### src/rtl/imfsc_pkg.sv
// ----------------------------------------------------------------------------
// imfsc_pkg
// Types and signature constants for the instant-messaging flow classifier.
// ----------------------------------------------------------------------------
package imfsc_pkg;

  typedef enum logic [1:0] {
    VERDICT_UNDECIDED = 2'd0,
    VERDICT_MATCH     = 2'd1,
    VERDICT_EXCLUDED  = 2'd2
  } verdict_t;

  typedef logic [3:0] stage_t;

  localparam int     HEAD_BYTES   = 24;
  localparam int     HEAD_BITS    = 8 * HEAD_BYTES;

  localparam stage_t STAGE_ZERO   = 4'd0;
  localparam stage_t STAGE_LIMIT  = 4'd3;
  localparam stage_t STAGE_ARMED  = 4'd4;
  localparam stage_t STAGE_CONF   = 4'd5;
  localparam stage_t STAGE_BROKEN = 4'd6;
  localparam stage_t STAGE_MAX    = 4'd15;

  // fixed header signature
  localparam logic [7:0] HDR_B0     = 8'h88;
  localparam logic [7:0] HDR_B1     = 8'h06;
  localparam logic [7:0] HDR_B16    = 8'h01;
  localparam logic [7:0] BYTE_ZERO  = 8'h00;
  localparam logic [7:0] BYTE_ONE   = 8'h01;

  // handshake arm and confirm bytes
  localparam logic [7:0] ARM_B0     = 8'h37;
  localparam logic [7:0] ARM_B2     = 8'h0c;
  localparam logic [3:0] CONF_NIB   = 4'h2;

  localparam logic [15:0] LEN_HDR   = 16'd24;
  localparam logic [15:0] LEN_CORE  = 16'd20;

  // markers, first byte in the low bits
  localparam int          CORE_LEN  = 10;
  localparam int          HAND_LEN  = 5;
  localparam logic [8*CORE_LEN-1:0] MARKER_CORE = 80'h40_65_72_6f_43_6d_63_54_07_40;
  localparam logic [8*HAND_LEN-1:0] MARKER_HAND = 40'h40_78_77_02_40;
  localparam int          CORE_OFF_A = 7;
  localparam int          CORE_OFF_B = 9;
  localparam int          HAND_OFF   = 7;

endpackage

### src/rtl/im_flow_signature_classifier.sv
// ----------------------------------------------------------------------------
// im_flow_signature_classifier
// Per-packet classifier with a flow-indexed stage table held in one memory.
// ----------------------------------------------------------------------------
// pipeline: two register stages, stage one and the output register; an
//   accepted input beat passes through both and can wait in either on a stall
// throughput: one beat per cycle unless out_ready stalls the output, set by
//   one stage-memory read-modify-write per packet with forwarding of the previous write
// reset: every stage memory entry is cleared to zero after reset, in_ready
//   low throughout the clearing pass
module im_flow_signature_classifier #(
  parameter int FLOW_COUNT = 1024
) (
  input  logic        clk,
  input  logic        rst,
  input  logic        in_valid,
  output logic        in_ready,
  input  logic [9:0]  flow_index,
  input  logic        new_flow,
  input  logic        is_tcp,
  input  logic [15:0] pkt_len,
  input  logic [63:0] head_bytes_lo,
  input  logic [63:0] head_bytes_mid,
  input  logic [63:0] head_bytes_hi,
  output logic        out_valid,
  input  logic        out_ready,
  output logic [1:0]  verdict,
  output logic [3:0]  stage_after
);

  localparam int IDX_W = (FLOW_COUNT > 1) ? $clog2(FLOW_COUNT) : 1;

  logic                        in_accept;
  logic                        s1_adv;
  logic [9:0]                  red_idx;
  logic [IDX_W-1:0]            rd_idx;

  logic                        clear_busy;
  logic [IDX_W-1:0]            clear_addr;

  imfsc_pkg::stage_t           stage_mem [FLOW_COUNT];
  imfsc_pkg::stage_t           rd_data;

  logic                        s1_valid;
  logic [IDX_W-1:0]            s1_idx;
  logic                        s1_new;
  logic                        s1_tcp;
  logic [15:0]                 s1_len;
  logic [imfsc_pkg::HEAD_BITS-1:0] s1_head;

  logic                        last_wr_valid;
  logic [IDX_W-1:0]            last_wr_idx;
  imfsc_pkg::stage_t           last_wr_stage;

  imfsc_pkg::stage_t           stored;
  imfsc_pkg::stage_t           stage_next;
  imfsc_pkg::verdict_t         verdict_next;
  logic [7:0]                  b [imfsc_pkg::HEAD_BYTES];
  logic                        fixed_hdr;
  logic                        core_hit;
  logic                        arm_hit;
  logic                        len_tag;
  logic                        conf_ok;

  // flow index reduced modulo FLOW_COUNT
  always_comb begin
    red_idx = flow_index;
    for (int k = 9; k >= 0; k--) begin
      if ((FLOW_COUNT << k) <= 1023) begin
        if (red_idx >= 10'(FLOW_COUNT << k)) begin
          red_idx = red_idx - 10'(FLOW_COUNT << k);
        end
      end
    end
  end

  assign rd_idx    = IDX_W'(red_idx);
  assign s1_adv    = s1_valid && (!out_valid || out_ready);
  assign in_ready  = !clear_busy && (!s1_valid || s1_adv);
  assign in_accept = in_valid && in_ready;

  // clearing pass
  always_ff @(posedge clk) begin
    if (rst) begin
      clear_busy <= 1'b1;
      clear_addr <= '0;
    end else if (clear_busy) begin
      if (clear_addr == IDX_W'(FLOW_COUNT - 1)) begin
        clear_busy <= 1'b0;
      end
      clear_addr <= clear_addr + 1'b1;
    end
  end

  // stage memory
  always_ff @(posedge clk) begin
    if (clear_busy) begin
      stage_mem[clear_addr] <= imfsc_pkg::STAGE_ZERO;
    end else if (s1_adv) begin
      stage_mem[s1_idx] <= stage_next;
    end
  end

  always_ff @(posedge clk) begin
    if (in_accept) begin
      rd_data <= stage_mem[rd_idx];
    end
  end

  // stage one registers
  always_ff @(posedge clk) begin
    if (rst) begin
      s1_valid <= 1'b0;
    end else if (in_accept) begin
      s1_valid <= 1'b1;
    end else if (s1_adv) begin
      s1_valid <= 1'b0;
    end
  end

  always_ff @(posedge clk) begin
    if (in_accept) begin
      s1_idx  <= rd_idx;
      s1_new  <= new_flow;
      s1_tcp  <= is_tcp;
      s1_len  <= pkt_len;
      s1_head <= {head_bytes_hi, head_bytes_mid, head_bytes_lo};
    end
  end

  // last write, forwarded to a read issued at the same edge
  always_ff @(posedge clk) begin
    if (rst) begin
      last_wr_valid <= 1'b0;
    end else if (s1_adv) begin
      last_wr_valid <= 1'b1;
    end
  end

  always_ff @(posedge clk) begin
    if (s1_adv) begin
      last_wr_idx   <= s1_idx;
      last_wr_stage <= stage_next;
    end
  end

  // signature matching
  always_comb begin
    for (int i = 0; i < imfsc_pkg::HEAD_BYTES; i++) begin
      b[i] = s1_head[8*i +: 8];
    end
  end

  always_comb begin
    fixed_hdr = (s1_len >= imfsc_pkg::LEN_HDR)
             && (b[0] == imfsc_pkg::HDR_B0) && (b[1] == imfsc_pkg::HDR_B1)
             && (b[2] == imfsc_pkg::BYTE_ZERO) && (b[3] == imfsc_pkg::BYTE_ZERO)
             && (b[5] == imfsc_pkg::BYTE_ZERO) && (b[6] == imfsc_pkg::BYTE_ZERO)
             && (b[16] == imfsc_pkg::HDR_B16)
             && (b[22] == imfsc_pkg::BYTE_ZERO) && (b[23] == imfsc_pkg::BYTE_ZERO);
    core_hit  = (s1_len >= imfsc_pkg::LEN_CORE)
             && ((s1_head[8*imfsc_pkg::CORE_OFF_A +: 8*imfsc_pkg::CORE_LEN]
                  == imfsc_pkg::MARKER_CORE)
              || (s1_head[8*imfsc_pkg::CORE_OFF_B +: 8*imfsc_pkg::CORE_LEN]
                  == imfsc_pkg::MARKER_CORE));
    arm_hit   = ((b[0] == imfsc_pkg::ARM_B0) && (b[3] == imfsc_pkg::BYTE_ONE))
             || ((b[2] == imfsc_pkg::ARM_B2) && (b[3] == imfsc_pkg::BYTE_ONE));
    len_tag   = (s1_len != 16'd0) && ({8'd0, b[0]} == (s1_len - 16'd1));
    conf_ok   = (len_tag && (b[3] == imfsc_pkg::BYTE_ZERO)
                 && (b[4] == imfsc_pkg::BYTE_ZERO)
                 && (s1_head[8*imfsc_pkg::HAND_OFF +: 8*imfsc_pkg::HAND_LEN]
                     == imfsc_pkg::MARKER_HAND))
             || (len_tag && (b[2][7:4] == imfsc_pkg::CONF_NIB)
                 && (b[3] == imfsc_pkg::BYTE_ONE) && (b[4] == imfsc_pkg::BYTE_ZERO));
  end

  // stage update
  always_comb begin
    if (s1_new) begin
      stored = imfsc_pkg::STAGE_ZERO;
    end else if (last_wr_valid && (last_wr_idx == s1_idx)) begin
      stored = last_wr_stage;
    end else begin
      stored = rd_data;
    end

    stage_next   = stored;
    verdict_next = imfsc_pkg::VERDICT_UNDECIDED;
    priority if (!s1_tcp) begin
      stage_next = stored;
    end else if (fixed_hdr || core_hit) begin
      verdict_next = imfsc_pkg::VERDICT_MATCH;
    end else if (arm_hit) begin
      stage_next = imfsc_pkg::STAGE_ARMED;
    end else begin
      if (stored == imfsc_pkg::STAGE_ARMED) begin
        stage_next = conf_ok ? imfsc_pkg::STAGE_CONF : imfsc_pkg::STAGE_BROKEN;
      end
      if (stage_next == imfsc_pkg::STAGE_CONF) begin
        verdict_next = imfsc_pkg::VERDICT_MATCH;
      end else begin
        if (stage_next != imfsc_pkg::STAGE_MAX) begin
          stage_next = stage_next + 4'd1;
        end
        if (stage_next > imfsc_pkg::STAGE_LIMIT) begin
          verdict_next = imfsc_pkg::VERDICT_EXCLUDED;
        end
      end
    end
  end

  // output register
  always_ff @(posedge clk) begin
    if (rst) begin
      out_valid <= 1'b0;
    end else if (s1_adv) begin
      out_valid <= 1'b1;
    end else if (out_ready) begin
      out_valid <= 1'b0;
    end
  end

  always_ff @(posedge clk) begin
    if (s1_adv) begin
      verdict     <= verdict_next;
      stage_after <= stage_next;
    end
  end

`ifndef SYNTHESIS
  a_no_beat_while_clearing : assert property (@(posedge clk) disable iff (rst)
    clear_busy |-> !in_ready)
    else $error("input beat taken during clearing pass");

  a_accept_fills_s1 : assert property (@(posedge clk) disable iff (rst)
    in_accept |=> s1_valid)
    else $error("accepted beat not held in stage one");

  a_excluded_stage : assert property (@(posedge clk) disable iff (rst)
    out_valid && (verdict == imfsc_pkg::VERDICT_EXCLUDED)
      |-> (stage_after > imfsc_pkg::STAGE_LIMIT))
    else $error("excluded verdict with low stage");

  a_verdict_code : assert property (@(posedge clk) disable iff (rst)
    out_valid |-> (verdict != 2'd3))
    else $error("invalid verdict code");
`endif

endmodule

### config.mk
export PLATFORM = sky130hd
export DESIGN_NAME = im_flow_signature_classifier
export DESIGN_NICKNAME = d
export VERILOG_FILES = /design/src/rtl/imfsc_pkg.sv /design/src/rtl/im_flow_signature_classifier.sv
export SDC_FILE = /design/constraint.sdc
export NUM_CORES = 2
export LEC_CHECK = 0
export ABC_CLOCK_PERIOD_IN_PS = 116000
export CAP_MARGIN = 25
export CORE_MARGIN = 1.5
export CORE_UTILIZATION = 60
export CTS_BUF_LIST = sky130_fd_sc_hd__clkbuf_8
export DETAILED_ROUTE_END_ITERATION = 10
export DONT_BUFFER_PORTS = 1
export PLACE_DENSITY = 0.76
export SLEW_MARGIN = 20
export SYNTH_ARGS = -nofsm -noshare
export SYNTH_HDL_FRONTEND = slang
export SYNTH_SLANG_ARGS = --single-unit
### constraint.sdc
create_clock -name clk -period 116 [get_ports clk]
set_input_delay 23.2 -clock clk [delete_from_list [all_inputs] [get_ports clk]]
set_output_delay 23.2 -clock clk [all_outputs]
set_load 0.02 [all_outputs]
==> tab_implementation.tex <==
\begin{tabular}{lr}
\hline
Metric & Value \\
\hline
\multicolumn{2}{l}{\textbf{Detailed routing}} \\
\quad Initial detailed-routing violation count & 14100 \\
\quad DRC Markers & 0 \\
\quad Number of detailed-routing iterations run before antenna repair & 6 \\
\quad Detailed Route WL & 440200 um \\
\quad Routed wirelength normalized by instance count & 32.89 um \\
\quad Vias & 91280 \\
\quad Post-detailed-route via-to-cell ratio & 6.819 \\
\quad Count of antenna-violating nets left after detailed routing & 1 \\
\multicolumn{2}{l}{\textbf{Synth}} \\
\quad Cell accounting for the most synthesized area & edfxtp\_1 \\
\quad Yosys cell types & 77 \\
\quad Synthesized net count & 9134 \\
\quad Seq/Total Area, Yosys & 0.7619 \\
\quad Yosys top cell area share & 0.7602 \\
\quad Mapped cell area & 170300 sq um \\
\quad Synthesized instance count & 8906 \\
\quad Share of synthesized flip-flops with an asynchronous set or reset & 0 \\
\quad Register bit total from synthesis & 4326 \\
\quad Mean area per synthesized cell & 19.12 sq um \\
\quad Main area contributors after synthesis & edfxtp\_1, mux4\_2, mux2i\_1, nor2\_1, o221ai\_1 \\
\quad Number of warning messages in the yosys log & 0 \\
\quad Number of synthesized flops with an enable pin & 4312 \\
\quad Most used DFF post-synth & edfxtp\_1 \\
\multicolumn{2}{l}{\textbf{Placement}} \\
\quad Placer Congestion & 0.8745 \\
\quad Count of buffers inserted at the top-level ports & 0 \\
\quad Total half-perimeter wirelength after legalization and detailed placement & 251400 um \\
\multicolumn{2}{l}{\textbf{Clock network}} \\
\quad Number of buffers inserted by hold repair at cts & 0 \\
\quad Num CTS Buffers & 651 \\
\quad Clock root buffer & clkbuf\_8 \\
\quad Number of setup buffers added after CTS & 0 \\
\quad Number of clock sinks seen by CTS & 4326 \\
\quad Cells resized by post-CTS repair & 0 \\
\quad Longest Clk Path Bufs & 4 \\
\quad TritonCTS clock tree & built \\
\quad Clock network latency to the later pin of the worst-skew pair & 1.09 ns \\
\quad Clock-pin slew on the worst setup and hold paths & 0.06 ns \\
\quad Number of H-tree levels & 6 \\
\multicolumn{2}{l}{\textbf{STA}} \\
\quad Worst slew margin relative to its limit & 0.1506 \\
\quad Setup repair after global routing missed its margin & false \\
\quad Worst Skew & 0.06257 ns \\
\quad Slew of the pin with the lowest slew margin & 1.274 ns \\
\quad Number of hold violations in the final report & 0 \\
\quad Setup Total Neg Slack & 0 ns \\
\quad Minimum period implied by the final worst setup slack & 46.92 ns \\
\quad Max Freq & 21.31 MHz \\
\quad Fin. max-slew vios & 0 \\
\quad Final critical-path share of the clock period & 0.4045 \\
\quad Final-report setup violation count & 0 \\
\multicolumn{2}{l}{\textbf{Floorplanning}} \\
\quad Vertical die dimension & 535.8 um \\
\quad Standard cell core area & 282300 sq um \\
\quad Die Footprint & 287100 sq um \\
\quad Cell Rows & 195 \\
\quad Number of primary I/O pins & 232 \\
\quad Starting Density & 0.6034 \\
\quad Width of the die & 535.8 um \\
\multicolumn{2}{l}{\textbf{Pwr}} \\
\quad Portion of total power attributed to combinational logic & 0.033 \\
\quad Max IR drop VDD & 9.839 uV \\
\quad Internal cell power & 0.002270 W \\
\quad Relative contribution of the clock network to total power & 0.384 \\
\quad Pleak & 55.57 nW \\
\quad Sw Share & 0.2190 \\
\quad Net switching component of the power & 0.0006364 W \\
\quad Flop pwr share & 0.583 \\
\quad Pwr Density & 15.62 nW/um\^{}2 \\
\multicolumn{2}{l}{\textbf{Hold path}} \\
\quad Depth of the worst hold-timing path & 2 \\
\quad Min-delay worst type & reg -> reg \\
\quad Min-delay src & last\_wr\_valid\$\_SDFFE\_PP0P\_ \\
\multicolumn{2}{l}{\textbf{Cells and area}} \\
\quad Fraction of layout cells with a size suffix above 1 & 0.1968 \\
\quad Area growth from synthesis to final layout & 9.224\% \\
\quad Commonest cells after routing, fill and taps aside & edfxtp\_1, nor2\_1, mux4\_2 \\
\quad Fill cell total of the finished layout & 17760 \\
\quad Layout Nets & 9382 \\
\quad Most common cell after layout, fill and taps aside & edfxtp\_1 \\
\quad Share of the core filled with cells & 0.6590 \\
\multicolumn{2}{l}{\textbf{Worst setup path}} \\
\quad Worst-path cell with the longest stage delay & a21oi\_1 \\
\quad Worst setup path start & out\_ready \\
\quad CP Capture Type & output port \\
\quad Critical Path Max Stage Delay & 0.46 ns \\
\quad Logic depth of the worst register-to-register path & 14 \\
\quad Startpoint types & input port \\
\quad Critical Path Stages & 2 \\
\quad Cells along the critical path & nor2b\_1, a21oi\_1 \\
\quad Crit path DAT & 23.72 ns \\
\quad Number of buffer and inverter instances along the worst setup path & 0 \\
\quad CP Data Required Time & 92.80 ns \\
\quad Launch instance of the worst register-to-register path & s1\_len[2]\$\_DFFE\_PP\_ \\
\quad Max Fanout on Critical Path & 4 \\
\quad Critical path type & in -> out \\
\quad CP top delay family & compound AO/OA/AOI/OAI gates \\
\multicolumn{2}{l}{\textbf{Run status}} \\
\quad Failing checks & antenna violations \\
\quad Status & complete, but fails checks \\
\multicolumn{2}{l}{\textbf{Global routing}} \\
\quad Total track usage & 0.3053 \\
\quad Antenna violations before repair & 34 \\
\quad Vias in the first global route & 90500 \\
\quad Total congestion overflow & 0 \\
\quad Maximum number of pins on one net before global-route repair & 811 \\
\quad First-pass GRT wire length & 626300 um \\
\multicolumn{2}{l}{\textbf{Job}} \\
\quad Max-capacitance violation count & 0 \\
\hline
\end{tabular}
logic make-up (layout without fill, tap and decap cells):
group                    count (synthesis)  in the layout  share of synthesized area
buffers and inverters                  614           1323                    0.01808
AO/OA/AOI/OAI                          876            876                    0.03551
adder cells (fa/ha/maj)                  4              4                  0.0002939
multiplexers                          1336           1336                     0.1400
AND/OR/NAND/NOR                       1725           1725                    0.04300
XOR/XNOR                                25             25                   0.001286
other                                    0             27                          0
flip-flops                            4326           4326                     0.7619
sequential cells by signal (all words and copies together), names as in the netlist:
register       cells
stage_mem       4096
s1_head          168
s1_len            16
clear_addr        10
last_wr_idx       10
s1_idx            10
rd_data            4
stage_after        4
verdict            2
clear_busy         1
last_wr_valid      1
out_valid          1
s1_new             1
s1_tcp             1
s1_valid           1
synthesized netlist by cell type, drive strengths merged, types with 18 or more instances:
master and instances:
and2 18, o221ai 163, nor2b 21, nor3 65, mux2i 479, clkbuf 337, mux2 23, a21oi 194
a22o 18, nand3 45, a221oi 25, nor2 1195, edfxtp 4312, buf 259, o31ai 21, a211oi 33
a22oi 119, o22ai 120, nand2 207, mux4 834, nand4 33, o21ai 96, nor4 32
routing by layer:
layer / part of all wire / routed length, um / vias to the layer above / track usage
li1: - / - / 36790 / -
met1: 0.35 / 153800 / 46790 / 0.4124
met2: 0.48 / 210800 / 6591 / 0.4837
met3: 0.12 / 54570 / 1094 / 0.07051
met4: 0.048 / 20960 / 14 / 0.1299
met5: 0.00020 / 86 / - / 0
final cells by class:
type | instances | area [sq um] | share of cell area
repair buffers | 191 | 2260 | 0.01215
clock inverters | 455 | 2197 | 0.01181
multi-input cells | 3966 | 37910 | 0.2038
diodes | 27 | 67.56 | 0.0003632
well taps | 3743 | 4683 | 0.02517
flip-flops and latches | 4326 | 129800 | 0.6975
clock buffers | 659 | 9070 | 0.04875
inverters | 18 | 80.08 | 0.0004304
worst paths after layout:
| kind | to | slack [ns] |
|---|---|---|
| max | in_ready | 69.08 |
| min | last_wr_valid$_SDFFE_PP0P_ | 0.49 |
| max reg2reg | stage_mem[322][2]$_DFFE_PP_ | 108.71 |
| min reg2reg | last_wr_valid$_SDFFE_PP0P_ | 0.49 |
worst min-delay path, cell delays in order (launching register included):
cell	delay, ns
dfxtp_1	0.33
nor2_1	0.05
nor2_1	0.07
power groups by stage:
stage	registers (W)	clock network, W	logic, W
floorplan	0.00173	0	0.0000640
global placement	0.00173	0	0.0000871
detailed placement	0.00173	0	0.0000880
CTS	0.00169	0.00112	0.0000883
global route	0.00169	0.00118	0.0000994
finish	0.00169	0.00111	0.0000968
through the flow:
stage          total power (W)  cell area (sq um)  worst slack [ns]  hold WS, ns  instances
2_1_floorplan         0.001791             170300             41.78       0.4400       8906
3_3_place_gp          0.001815             173800             69.10       0.4757      12210
3_5_place_dp          0.001815             174100             69.08       0.4630      12220
4_1_cts               0.002903             185400             69.08       0.4894      13340
5_1_grt               0.002977             186000             69.05       0.5194      13370
6_report              0.002906             186000             69.08       0.4855      13390
(Power assumes the default switching activity.)
